===== src/rtl/bsc_pkg.sv =====
// shared types and constants for the barometric sensor compensation pipeline
package bsc_pkg;

  localparam int TNUM_W = 27;
  localparam int TDEN_W = 18;
  localparam int PNUM_W = 32;
  localparam int PDEN_W = 17;

  localparam logic [1:0] REG_OVERSAMPLING = 2'd0;
  localparam logic [1:0] REG_CAL_A        = 2'd1;
  localparam logic [1:0] REG_CAL_B        = 2'd2;
  localparam logic [1:0] REG_CAL_C        = 2'd3;

  localparam logic signed [27:0] B6_OFS   = 28'sd4000;
  localparam logic [31:0]        B4_OFS   = 32'd32768;
  localparam logic [15:0]        B7_SCALE = 16'd50000;
  localparam logic [11:0]        P_SQ     = 12'd3038;
  localparam logic signed [15:0] P_LIN    = -16'sd7357;
  localparam logic signed [47:0] P_OFS    = 48'sd3791;
  localparam logic [17:0]        P_MAX    = 18'h3ffff;

  typedef struct packed {
    logic signed [17:0] x1;
    logic [23:0]        up;
    logic               neg;
    logic               fault;
  } bsc_tside_t;

  typedef struct packed {
    logic signed [15:0] t;
    logic               dbl;
    logic               fault;
  } bsc_pside_t;

endpackage


===== src/rtl/bsc_tdiv.sv =====
// pipelined restoring divider for the temperature term, one quotient bit per stage
module bsc_tdiv (
  input  logic                        clk,
  input  logic                        rst,
  input  logic                        in_valid,
  output logic                        in_ready,
  input  logic [bsc_pkg::TNUM_W-1:0]  num,
  input  logic [bsc_pkg::TDEN_W-1:0]  den,
  input  bsc_pkg::bsc_tside_t         side_in,
  output logic                        out_valid,
  input  logic                        out_ready,
  output logic [bsc_pkg::TNUM_W-1:0]  quo,
  output bsc_pkg::bsc_tside_t         side_out
);
  import bsc_pkg::*;

  localparam int N = TNUM_W;
  localparam int D = TDEN_W;

  logic [D-1:0]  rem [N-1];
  logic [D-1:0]  dv  [N-1];
  logic [N-1:0]  nq  [N];
  bsc_tside_t    sd  [N];
  logic          v   [N];
  logic          en  [N];

  for (genvar k = 0; k < N; k++) begin : g_stage
    logic [D-1:0] rem_in;
    logic [D-1:0] dv_in;
    logic [N-1:0] nq_in;
    bsc_tside_t   sd_in;
    logic         v_in;
    logic [D:0]   trial;
    logic [D:0]   diffv;
    logic         ge;

    if (k == 0) begin : g_first
      assign rem_in = '0;
      assign dv_in  = den;
      assign nq_in  = num;
      assign sd_in  = side_in;
      assign v_in   = in_valid;
    end else begin : g_rest
      assign rem_in = rem[k-1];
      assign dv_in  = dv[k-1];
      assign nq_in  = nq[k-1];
      assign sd_in  = sd[k-1];
      assign v_in   = v[k-1];
    end

    assign trial = {rem_in, nq_in[N-1]};
    assign diffv = trial - {1'b0, dv_in};
    assign ge    = trial >= {1'b0, dv_in};

    if (k == N-1) begin : g_last
      assign en[k] = !v[k] || out_ready;
    end else begin : g_mid
      assign en[k] = !v[k] || en[k+1];
      always_ff @(posedge clk) begin
        if (en[k]) begin
          rem[k] <= ge ? diffv[D-1:0] : trial[D-1:0];
          dv[k]  <= dv_in;
        end
      end
    end

    always_ff @(posedge clk) begin
      if (rst) begin
        v[k] <= 1'b0;
      end else if (en[k]) begin
        v[k] <= v_in;
      end
    end

    always_ff @(posedge clk) begin
      if (en[k]) begin
        nq[k] <= {nq_in[N-2:0], ge};
        sd[k] <= sd_in;
      end
    end
  end

  assign in_ready  = en[0];
  assign out_valid = v[N-1];
  assign quo       = nq[N-1];
  assign side_out  = sd[N-1];

endmodule


===== config.mk =====
export PLATFORM = sky130hd
export DESIGN_NAME = bsc_tdiv
export DESIGN_NICKNAME = d
export VERILOG_FILES = /design/src/rtl/bsc_pkg.sv /design/src/rtl/bsc_tdiv.sv
export SDC_FILE = /design/constraint.sdc
export NUM_CORES = 2
export LEC_CHECK = 0
export ABC_AREA = 1
export BUFFER_PORTS_ARGS = -buffer_cell sky130_fd_sc_hd__buf_4
export CAP_MARGIN = 20
export CORE_MARGIN = 2
export CORE_UTILIZATION = 45
export CTS_CLUSTER_SIZE = 20
export DETAILED_ROUTE_END_ITERATION = 6
export HOLD_SLACK_MARGIN = 0.08
export SYNTH_ARGS = -nofsm -noshare
export SYNTH_HDL_FRONTEND = slang
export SYNTH_SLANG_ARGS = --single-unit

===== constraint.sdc =====
create_clock -name clk -period 61.6 [get_ports clk]
set_input_delay 12.32 -clock clk [delete_from_list [all_inputs] [get_ports clk]]
set_output_delay 12.32 -clock clk [all_outputs]
set_load 0.02 [all_outputs]

### Word level (Yosys, flattened, before mapping)

Memory sizes are Yosys's and may differ from the RTL's.
Index checks and enable logic that the tools add are counted.

* add/sub/neg operators: 26
* $lt $le $gt $ge: 27
* muxes and demuxes: 163
* bitwise operators: 27
* reduce and logical (&&, ||, !) cells: 54

Operators with widths (number)
* >= comparator 19 x 18 -> 1 bit: 26
* 2-to-1 mux 18 bit: 26
* subtractor 18 bit: 25
* 2-to-1 mux 1 bit: 137
* logical NOT 1 bit: 27
* logical OR 1 bit: 27
* OR 1 bit: 27
* >= comparator 1 x 18 -> 1 bit: 1
* subtractor 1 x 18 -> 18 bit: 1

* bits in registers: 0
* memory bits (writable): 2880
* bits of input ports: 93
* output and inout bits: 73
* logic and storage cells: 302
* memories kept: 5

Memories
* sd: depth 27, bits a word 44, read ports 27, clocked after memory_dff 0, wr ports 27, RTL line bsc_tdiv.sv:23 `bsc_tside_t sd [N];`
* nq: depth 27, bits a word 27, read ports 27, clocked after memory_dff 0, wr ports 27, RTL line bsc_tdiv.sv:22 `logic [N-1:0] nq [N];`
* dv: depth 26, bits a word 18, read ports 26, clocked after memory_dff 0, wr ports 26, RTL line bsc_tdiv.sv:21 `logic [D-1:0] dv [N-1];`
* rem: depth 26, bits a word 18, read ports 26, clocked after memory_dff 0, wr ports 26, RTL line bsc_tdiv.sv:20 `logic [D-1:0] rem [N-1];`
* v: depth 27, bits a word 1, read ports 27, clocked after memory_dff 0, wr ports 27, RTL line bsc_tdiv.sv:24 `logic v [N];`

### Depth between registers and ports, before layout

An unclocked memory read counts as a cell.

* word-level depth: 33
* mapped depth: 18
* depth with buffers taken out: 18

### Worst setup path after synthesis

OpenSTA, ideal clock, no wires.

* path type: input -> output
* from: in out_ready
* to: out in_ready
* arrival time: 25.292 ns
* data required time: 49.280 ns
* path slack: 23.988 ns
* stages on the path: 14
* path buffers: 0
* cells stage by stage: inv_1 nand4_4 nor2_4 nand4_4 nor2_4 nand4_4 nor2_4 nand4_4 nor2_4 nand4_4 nor2_4 nand4_4 nor2_4 nand4_1

RTL lines
* start, declared: RTL line bsc_tdiv.sv:11 `input logic out_ready,`
* end, declared: RTL line bsc_tdiv.sv:6 `output logic in_ready,`

==> run summary <==
Die height = 506 um
Min-delay src = sd[23][32]$_DFFE_PP_
R2R setup slack = 55.42 ns
Post-DRT Antenna Nets = 0
Simple-gate area share of the yosys netlist = 0.0662
Sw frac = 0.268
Port buffer count = 165
Critical path's top delay family = buffers and inverters
Total CTS buffers = 307
Vias/cell = 4.99
Slew Limit Fails = 0
R2R Path Start = v[26]$_DFFE_PP_
Critical path buffer and inverter count = 9
Syn nets = 8126
Post_cts resized = 0
Least-Margin Pin Slew = 0.946 ns
Die width = 506 um
Max VDD drop = 0.0292 mV
Final setup vio count = 0
Clock Pin Slew Worst Setup and Hold Paths = 0.06 ns
Reg2Reg Depth = 20
Routability cong. = 0.872
Fmax = 33.8 MHz
Final Hold Viols = 0
Total GRT Usage = 0.155
Clk_skew = 0.0667 ns
H-tree Lvls = 5
Syn Std Cell Area = 0.113 mm^2
First-pass GRT wire length = 316000 um
Vias = 57600
Slew HR = 0.369
Setup_tns = 0 ns
Final WL = 199000 um
Drt wl/cell = 17.3 um
Setup slack at placement = 31.87 ns
Post-synthesis mux area share = 0
Area leader, netlist = edfxtp_1
CTS tree = done
FF+latch count, synth = 2880
Area growth, synth to finish = 13.3%
Crit end category = primary output
Cells after Synth = 7538
Maximum Capacitance Violations = 0
Final min period = 29.56 ns
Clock power frac = 0.330
Total gr overflow = 0
Static Leak = 51.5 nW
Reg2reg end = nq[0][19]$_DFFE_PP_
Number of global-route vias before repair = 58000
Most frequent CP cell = buf_4
Part of the cycle the worst path needs = 0.480
Crit Path Max Fanout = 54
Commonest cells post-synth = edfxtp_1, nand2_1, inv_1
Die ar. = 0.256 mm^2
Mean Syn Cell Area = 15.0 um^2
Final HPWL DP = 145000 um
Post-CTS Setup Inserts = 0
Post-CTS Hold Buffers = 0
Combinational share of power = 0.185
Hold crit path type = register to register
Seq pwr share = 0.485
Row count = 184
CP startpoint kind = primary input
Top_reg_cell synth = edfxtp_1
EDFF count, synth = 2880
Largest net degree at the start of global routing = 74
Area share of the largest cell type after synthesis = 0.763
Path type of the worst setup path = primary input to primary output
Initial DRC Count = 3511
CP Cell Sequence = buf_4 > inv_1 > nand4_4 > buf_4 > nor2_4 > nand4_4 > buf_4 > nor2_4 > nand4_4 > buf_4 > nor2_4 > nand4_4 > buf_4 > nor2_4 > nand4_4 > nor2_4 > nand4_4 > buf_4 > nor2_4 > nand4_1 > buf_4 > buf_4
Worst-Skew Late Latency = 0.92 ns
I/O pin count = 166
RSZ-0062 raised after global routing = false
Antenna violations before repair = 6
Initial Util = 0.452
Final worst setup slack = 32.04 ns
Nets = 8557
Failing checks = design-rule violations
Pwr/cell area = 41.4 mW/mm^2
Synth area leaders = edfxtp_1, ha_1, nand2_1
Share of synthesized registers carrying an async set or reset = 0
Synth unique cells = 35
Register area share after synthesis = 0.763
Drt first pass iters = 7
Worst hold path stage count = 0
Top-count cell post-synth = edfxtp_1
Crit-path slowest cell = buf_4
CTS Buffer Depth = 4
Internal power = 3.89 mW
Root buffer cell = clkbuf_16
Adder-cell share of the synthesized area = 0.0563
Synth Warn # = 0
Worst Path Required = 49.28 ns
# clock sinks = 2880
Status = finished with violations
Largest stage delay on the critical path = 0.58 ns
Residual DRC count = 1
Main combinational cell family by area after synthesis = simple AND/OR/NAND/NOR gates
Arr. time, crit path = 17.24 ns
Core area = 0.251 mm^2
Psw = 1.42 mW
Endpoint, Worst Hold = sd[24][32]$_DFFE_PP_
Post-Synth XOR/XNOR Area = 0.0268
Ratio of cells with drive above 1 in the final layout = 0.0800
Compound-cell area share of the yosys netlist = 0.0594
worst max path at each step:
| stage | from | to | slack (ns) | depth (start not counted) |
|---|---|---|---|---|
| 5_1_grt | out_ready | in_ready | 31.50 | 22 |
| 6_report | out_ready | in_ready | 32.04 | 22 |
| 4_1_cts | out_ready | in_ready | 31.86 | 22 |
| 2_1_floorplan | out_ready | in_ready | 23.99 | 14 |
| 3_3_place_gp | out_ready | in_ready | 32.05 | 22 |
| 3_5_place_dp | out_ready | in_ready | 31.87 | 22 |
worst reg2reg max path, cell delays in order (launching register included):
cell and delay [ns]:
edfxtp_1 0.47, nand4_4 0.12, buf_4 0.52, nor2_4 0.13, nand4_4 0.09, buf_4 0.51, nor2_4 0.14, nand4_4 0.10
buf_4 0.45, nor2_4 0.12, nand4_4 0.08, buf_4 0.45, nor2_4 0.11, nand4_4 0.21, nor2_4 0.08, nand4_4 0.06
buf_4 0.58, nor2_4 0.16, nand4_1 0.12, buf_4 0.43, buf_4 0.78
final cells by class:
type | instances | area (um^2)
fillers | 20600 | 123000
multi-input cells | 3803 | 23700
well taps | 3348 | 4190
repair buffers | 202 | 1520
clock inverters | 170 | 1630
clock buffers | 360 | 7950
flip-flops and latches | 2880 | 86500
diodes | 3 | 7.51
inverters | 775 | 2950
metrics by stage:
step / utilization / std cells / area (um^2) / hold slack [ns] / power, mW
2_1_floorplan: - / 7538 / 113000 / 0.400 / 3.32
3_3_place_gp: 0.473 / 11000 / 119000 / 0.400 / 3.57
3_5_place_dp: 0.473 / 11000 / 119000 / 0.405 / 3.60
4_1_cts: 0.512 / 11500 / 128000 / 0.364 / 5.37
5_1_grt: 0.512 / 11500 / 128000 / 0.385 / 5.61
6_report: 0.512 / 11500 / 128000 / 0.373 / 5.31
cell families after synthesis:
logic type	Yosys count
XOR/XNOR	347
adder cells (fa/ha/maj)	495
buffers and inverters	855
flip-flops	2880
AO/OA/AOI/OAI	1206
AND/OR/NAND/NOR	1755
layer usage:
metal  global-route usage  wire length, um
met1                0.192            82800
met2                0.280           103000
met3               0.0239             7640
met4               0.0495             5620
met5                    0                0
layout by cell type, fill, tap and decap left out, types with 71 or more instances in the layout:
cell       synthesis  layout
edfxtp_1        2880    2880
nand2_1         1091    1087
inv_1            773     758
o21ai_0          528     528
ha_1             470     470
a21oi_1          402     402
clkbuf_16          0     310
nor2_1           216     216
nand3_1          216     216
buf_4              0     201
xnor2_1          198     198
xor2_1           149     149
nor3_1            81      81
nand4_1           79      79
a31oi_1           71      71
sequential cells by signal, indices dropped and copies added, names as in the netlist:
signal	count
v	27
dv	468
rem	468
sd	1188
nq	729
power groups by stage:
stage               Combinational [mW]  Clock (mW)  Sequential (mW)
floorplan                        0.753           0             2.57
detailed placement               0.983           0             2.62
global route                      1.13        1.88             2.60
global placement                 0.959           0             2.61
finish                           0.985        1.75             2.58
CTS                              0.987        1.80             2.58
No activity file was read; power rests on OpenSTA's default activity.
