[config.mk]
export PLATFORM = sky130hd
export DESIGN_NAME = bsc_pdiv
export DESIGN_NICKNAME = d
export VERILOG_FILES = /design/src/rtl/bsc_pkg.sv /design/src/rtl/bsc_pdiv.sv
export SDC_FILE = /design/constraint.sdc
export NUM_CORES = 2
export LEC_CHECK = 0
export BUFFER_PORTS_ARGS = -buffer_cell sky130_fd_sc_hd__buf_2
export CAP_MARGIN = 20
export CORE_ASPECT_RATIO = 0.6
export CORE_UTILIZATION = 29
export DETAILED_ROUTE_END_ITERATION = 8
export GPL_TIMING_DRIVEN = 1
export HOLD_SLACK_MARGIN = 0.08
export PLACE_DENSITY = 0.47
export SLEW_MARGIN = 20
export SYNTH_ARGS = -nofsm -noshare
export SYNTH_HDL_FRONTEND = slang
export SYNTH_SLANG_ARGS = --single-unit
[constraint.sdc]
create_clock -name clk -period 7 [get_ports clk]
set_input_delay 0.35 -clock clk [delete_from_list [all_inputs] [get_ports clk]]
set_output_delay 0.35 -clock clk [all_outputs]
set_load 0.01 [all_outputs]
[src/rtl/bsc_pkg.sv]
// shared types and constants for the barometric sensor compensation pipeline
package bsc_pkg;

  localparam int TNUM_W = 27;
  localparam int TDEN_W = 18;
  localparam int PNUM_W = 32;
  localparam int PDEN_W = 17;

  localparam logic [1:0] REG_OVERSAMPLING = 2'd0;
  localparam logic [1:0] REG_CAL_A        = 2'd1;
  localparam logic [1:0] REG_CAL_B        = 2'd2;
  localparam logic [1:0] REG_CAL_C        = 2'd3;

  localparam logic signed [27:0] B6_OFS   = 28'sd4000;
  localparam logic [31:0]        B4_OFS   = 32'd32768;
  localparam logic [15:0]        B7_SCALE = 16'd50000;
  localparam logic [11:0]        P_SQ     = 12'd3038;
  localparam logic signed [15:0] P_LIN    = -16'sd7357;
  localparam logic signed [47:0] P_OFS    = 48'sd3791;
  localparam logic [17:0]        P_MAX    = 18'h3ffff;

  typedef struct packed {
    logic signed [17:0] x1;
    logic [23:0]        up;
    logic               neg;
    logic               fault;
  } bsc_tside_t;

  typedef struct packed {
    logic signed [15:0] t;
    logic               dbl;
    logic               fault;
  } bsc_pside_t;

endpackage

[src/rtl/bsc_pdiv.sv]
// pipelined restoring divider for the pressure quotient, one quotient bit per stage
module bsc_pdiv (
  input  logic                        clk,
  input  logic                        rst,
  input  logic                        in_valid,
  output logic                        in_ready,
  input  logic [bsc_pkg::PNUM_W-1:0]  num,
  input  logic [bsc_pkg::PDEN_W-1:0]  den,
  input  bsc_pkg::bsc_pside_t         side_in,
  output logic                        out_valid,
  input  logic                        out_ready,
  output logic [bsc_pkg::PNUM_W-1:0]  quo,
  output bsc_pkg::bsc_pside_t         side_out
);
  import bsc_pkg::*;

  localparam int N = PNUM_W;
  localparam int D = PDEN_W;

  logic [D-1:0]  rem [N-1];
  logic [D-1:0]  dv  [N-1];
  logic [N-1:0]  nq  [N];
  bsc_pside_t    sd  [N];
  logic          v   [N];
  logic          en  [N];

  for (genvar k = 0; k < N; k++) begin : g_stage
    logic [D-1:0] rem_in;
    logic [D-1:0] dv_in;
    logic [N-1:0] nq_in;
    bsc_pside_t   sd_in;
    logic         v_in;
    logic [D:0]   trial;
    logic [D:0]   diffv;
    logic         ge;

    if (k == 0) begin : g_first
      assign rem_in = '0;
      assign dv_in  = den;
      assign nq_in  = num;
      assign sd_in  = side_in;
      assign v_in   = in_valid;
    end else begin : g_rest
      assign rem_in = rem[k-1];
      assign dv_in  = dv[k-1];
      assign nq_in  = nq[k-1];
      assign sd_in  = sd[k-1];
      assign v_in   = v[k-1];
    end

    assign trial = {rem_in, nq_in[N-1]};
    assign diffv = trial - {1'b0, dv_in};
    assign ge    = trial >= {1'b0, dv_in};

    if (k == N-1) begin : g_last
      assign en[k] = !v[k] || out_ready;
    end else begin : g_mid
      assign en[k] = !v[k] || en[k+1];
      always_ff @(posedge clk) begin
        if (en[k]) begin
          rem[k] <= ge ? diffv[D-1:0] : trial[D-1:0];
          dv[k]  <= dv_in;
        end
      end
    end

    always_ff @(posedge clk) begin
      if (rst) begin
        v[k] <= 1'b0;
      end else if (en[k]) begin
        v[k] <= v_in;
      end
    end

    always_ff @(posedge clk) begin
      if (en[k]) begin
        nq[k] <= {nq_in[N-2:0], ge};
        sd[k] <= sd_in;
      end
    end
  end

  assign in_ready  = en[0];
  assign out_valid = v[N-1];
  assign quo       = nq[N-1];
  assign side_out  = sd[N-1];

endmodule

Yosys cells after proc, flatten, opt, wreduce, memory -nomap -nowiden --
Memory sizes are Yosys's and may differ from the RTL's. Index checks and enable logic that the tools add are counted. W data, S select, Z words.
Cells by class: $add $sub $neg 31, multiply operators 0, divide/modulo/power cells 0, order comparisons 32, equality and inequality tests 0, shifts and indexed selects 0, mux-type cells 193, bitwise operators 32, reduce and logical (&&, ||, !) cells 64
Operator list (number):
- $ge A18 B17 Y1 | 31
- $mux W17 | 31
- $sub A17 B17 Y17 | 30
- $mux W1 | 162
- $logic_not A1 Y1 | 32
- $logic_or A1 B1 Y1 | 32
- $or A1 B1 Y1 | 32
- $ge A1 B17 Y1 | 1
- $sub A1 B17 Y17 | 1
Storage, ports and cells: bits in registers 0, bits in latches 0, bits in writable memories 2686, memory bits (read-only) 0, bits of input ports 71, output and inout port bits 52, logic and storage cells 357, memories kept 5
Memory list:
- nq | depth 32, bits a word 32, rd ports 32, clocked after memory_dff 0, write ports 32, line bsc_pdiv.sv:22 | logic [N-1:0] nq [N];
- sd | depth 32, bits a word 18, rd ports 32, clocked after memory_dff 0, write ports 32, line bsc_pdiv.sv:23 | bsc_pside_t sd [N];
- dv | depth 31, bits a word 17, rd ports 31, clocked after memory_dff 0, write ports 31, line bsc_pdiv.sv:21 | logic [D-1:0] dv [N-1];
- rem | depth 31, bits a word 17, rd ports 31, clocked after memory_dff 0, write ports 31, line bsc_pdiv.sv:20 | logic [D-1:0] rem [N-1];
- v | depth 32, bits a word 1, rd ports 32, clocked after memory_dff 0, write ports 32, line bsc_pdiv.sv:24 | logic v [N];

Logic depth before layout (Yosys ltp) --
An unclocked memory read counts as a cell.
depth in word-level cells 38, depth in mapped cells 13, mapped depth without buffers 11

Least setup slack after synthesis --
No wires, ideal clock.
kind register to register, start point memory v[31][0], in the netlist v[1][15], end point memory v[18][0], in the netlist v[1][2], data pin, library setup time 0.146 ns, arrival time 6.362 ns, data required time 6.854 ns, setup slack 0.492 ns, cell stages (with the launch flop) 11, buffers on the path 2, period minus slack after synthesis 6.508 ns, path through edfxtp_1 and3b_1 buf_2 and3_1 buf_2 inv_2 nor2_1 inv_1 nor2_1 nand2_1 and3b_1
RTL lines (line):
- from (decl) | bsc_pdiv.sv:24

==> flow_metrics.env <==
export IMPL_powerDensity_nw_per_um2=371.6
export IMPL_async_reset_ff_share_pct=0
export IMPL_via_per_inst=4.575
export IMPL_first_pass_iters=6
export IMPL_die_x_um=808.4
export IMPL_ys_flop_type="edfxtp_1"
export IMPL_cts_hold_buf=69
export IMPL_wire_per_inst_um=18.46
export IMPL_layout_drive_gt1_share_pct=11.43
export IMPL_critical_path_slowest_cell="nor2_2"
export IMPL_relSlewSlack_pct=29.84
export IMPL_end_kind="output pin"
export IMPL_reg2reg_slack_ns=1.74
export IMPL_reg2reg_to="rem[0][3]"
export IMPL_num_rows=177
export IMPL_finalCritPeriodShare_pct=85.51
export IMPL_via_count=61130
export IMPL_cts_resized=0
export IMPL_cts_htree_levels=5
export IMPL_globalRouteOverflowTotal=0
export IMPL_avgSynthCellArea_um2=14.97
export IMPL_leakage_nw=50.54
export IMPL_cp_num_buf_inv=3
export IMPL_synth_commonest_cells="edfxtp_1 (2686), inv_1 (712), nor2_1 (544), ha_1 (529), a21oi_1 (511)"
export IMPL_whs_ns=0.2185
export IMPL_max_stage_delay_ns=0.61
export IMPL_required_ns=6.65
export IMPL_fp_dieH_um=485.8
export IMPL_cts_clk_slew_worst_paths_ns=0.06
export IMPL_worstPathMaxFanout=52
export IMPL_crit_family="simple AND/OR/NAND/NOR gates"
export IMPL_yosys_area_top_type_share_pct=71.29
export IMPL_core_um2=388000
export IMPL_finalHoldViolCount=0
export IMPL_start_util_pct=29.16
export IMPL_antenna_found_initial=11
export IMPL_grt_max_degree=77
export IMPL_syn_num_nets=8190
export IMPL_die_area_um2=392700
export IMPL_port_buffers=122
export IMPL_rr_worst_depth=10
export IMPL_fin_tns_setup_ns=0
export IMPL_tightest_slew_ns=1.052
export IMPL_fin_worst_skew_ns=0.05593
export IMPL_crit_cells=10
export IMPL_ys_warn_count=0
export IMPL_areaGrowthSynthToFinish_pct=14.53
export IMPL_muxShareOfSynthArea_pct=2.987
export IMPL_grt_pass1_vias=59550
export IMPL_slew_viol_final=0
export IMPL_drc=0
export IMPL_final_antenna_net_count=0
export IMPL_setup_violations=0
export IMPL_post_synth_top_area_cell="edfxtp_1"
export IMPL_post_cts_buffers=0
export IMPL_synth_area_um2=113100
export IMPL_grt_pass1_wl_mm=372.4
export IMPL_r2r_start="v[1][15]"
export IMPL_cts_tree="yes"
export IMPL_grt_use_total_pct=12.22
export IMPL_status="completed"
export IMPL_synth_edf_count=2686
export IMPL_synthTopCellsByArea="edfxtp_1 (71%), ha_1 (5.9%), mux2_2 (2.6%)"
export IMPL_synth_most_common_cell="edfxtp_1"
export IMPL_io_pins=123
export IMPL_drt_iter0_drc=5367
export IMPL_wl_mm=246.7
export IMPL_place_hpwl_mm=179.3
export IMPL_grt_setup_unrepaired="no"
export IMPL_final_net_count=8608
export IMPL_cpMostUsedCell="and3_1"
export IMPL_fin_crit_ns=5.986
export IMPL_ys_ff_latch=2686
export IMPL_clock_fmax_mhz=167.1
export IMPL_synthXorXnorAreaFrac_pct=2.547
export IMPL_crit_arrival_ns=5.64
export IMPL_crit_chain="and3b_1 -> and3_1 -> clkinv_2 -> nor4_2 -> and3_1 -> clkinv_2 -> nor2_2 -> and3_1 -> nand2_4 -> buf_2"
export IMPL_cap_violations=0
export IMPL_crit_type="flop to output pin"
export IMPL_worstSkewPairLatency_ns=0.86
export IMPL_worst_slack_ns=1.014
export IMPL_synthDistinctLibCells=81
export IMPL_synth_top_family_by_area="compound AO/OA/AOI/OAI gates"
export IMPL_clock_path_buffers=4
export IMPL_cts_sinks=2686
export IMPL_gp_congestion=0.8579
export IMPL_hp_class="input port to flop"
export IMPL_synth_adder_area_share_pct=6.381
export IMPL_critPathLaunch="v[1][15]"
export IMPL_pre_cts_ws_ns=1.522
export IMPL_critPathLaunchType="flop"
export IMPL_cts_inserted_buffers=267
export IMPL_synth_cells=7560
export IMPL_synth_compound_area_share_pct=7.331
export IMPL_max_vdd_ir_drop_v=0.0001922
export IMPL_root_buffer="clkbuf_16"
export IMPL_ys_seq_area_share_pct=71.29
export IMPL_crit_path_end="in_ready"
export IMPL_yosys_area_share_simple_pct=6.684
## worst min path at each step
stage               start         end  slack, ns  cells after the start
2_1_floorplan   nq[0][67]  nq[0][100]       0.40                      0
3_3_place_gp   nq[0][361]  nq[0][394]       0.40                      0
3_5_place_dp   nq[0][160]  nq[0][193]       0.40                      0
4_1_cts               rst    v[0][10]       0.13                      3
5_1_grt           num[28]   nq[0][29]       0.18                      2
6_report              rst    v[1][15]       0.22                      3
## layout make-up
class                           instances  area (um2)
Fill cell                           37480      258400
Sequential cell                      2686       80660
Multi-Input combinational cell       4061       29610
Clock buffer                          322        7058
Tap cell                             5191        6495
Inverter                              714        2701
Timing Repair Buffer                  248        1774
Clock inverter                        137        1270
Antenna cell                            4       10.01
## metrics by stage
stage                     power [W]  instance area, um2  util [%]  cells
after CTS                   0.04861              129500     33.38  13360
after global routing        0.05082              129600     33.39  13360
after detailed placement    0.03424              120500     31.06  12830
final                       0.04815              129600     33.40  13360
after global placement      0.03406              120500     31.06  12830
after floorplan             0.03085              113100         -   7560
## sequential cells by signal, summed over array words and instances, names as in the netlist
name / cells
nq: 1024
sd: 576
dv: 527
rem: 527
v: 32
## routing by layer
layer,vias up,GRT usage (%),share of wire (%)
li1,29170,-,-
met1,30200,19.27,52
met2,1464,17.46,41
met3,298,1.962,5.3
met4,0,2.623,1.9
met5,-,0,0
## where the power goes
group / internal [W] / total [W] / switching (W)
logic: 0.00537 / 0.0121 / 0.00678
clock network: 0.00792 / 0.0140 / 0.00608
registers: 0.0208 / 0.0220 / 0.00125
total: 0.0340 / 0.0481 / 0.0141
## placed cells by master, fill, tap and decap left out, types with 108 or more instances in the layout
master	count
a21oi_1	506
buf_2	122
clkbuf_16	275
edfxtp_1	2686
ha_1	529
inv_1	699
mux2_2	257
nand2_1	255
nor2_1	544
nor3_1	108
o21ai_0	250
xnor2_1	236
## logic make-up (layout without fill, tap and decap cells)
| kind of cell | Yosys count | after routing |
|---|---|---|
| adders and majority gates | 559 | 559 |
| and+or+nand+nor | 1541 | 1541 |
| AOI/OAI and AO/OA | 1330 | 1330 |
| buffers and inverters | 813 | 1421 |
| muxes | 302 | 302 |
| xor gates and xnor gates | 329 | 329 |
| DFF | 2686 | 2686 |
| other | 0 | 4 |
## worst min-delay path: stages
cell	delay (ns)
buf_2	0.08
buf_4	0.35
nor3b_1	0.10
(Power assumes the default switching activity.)
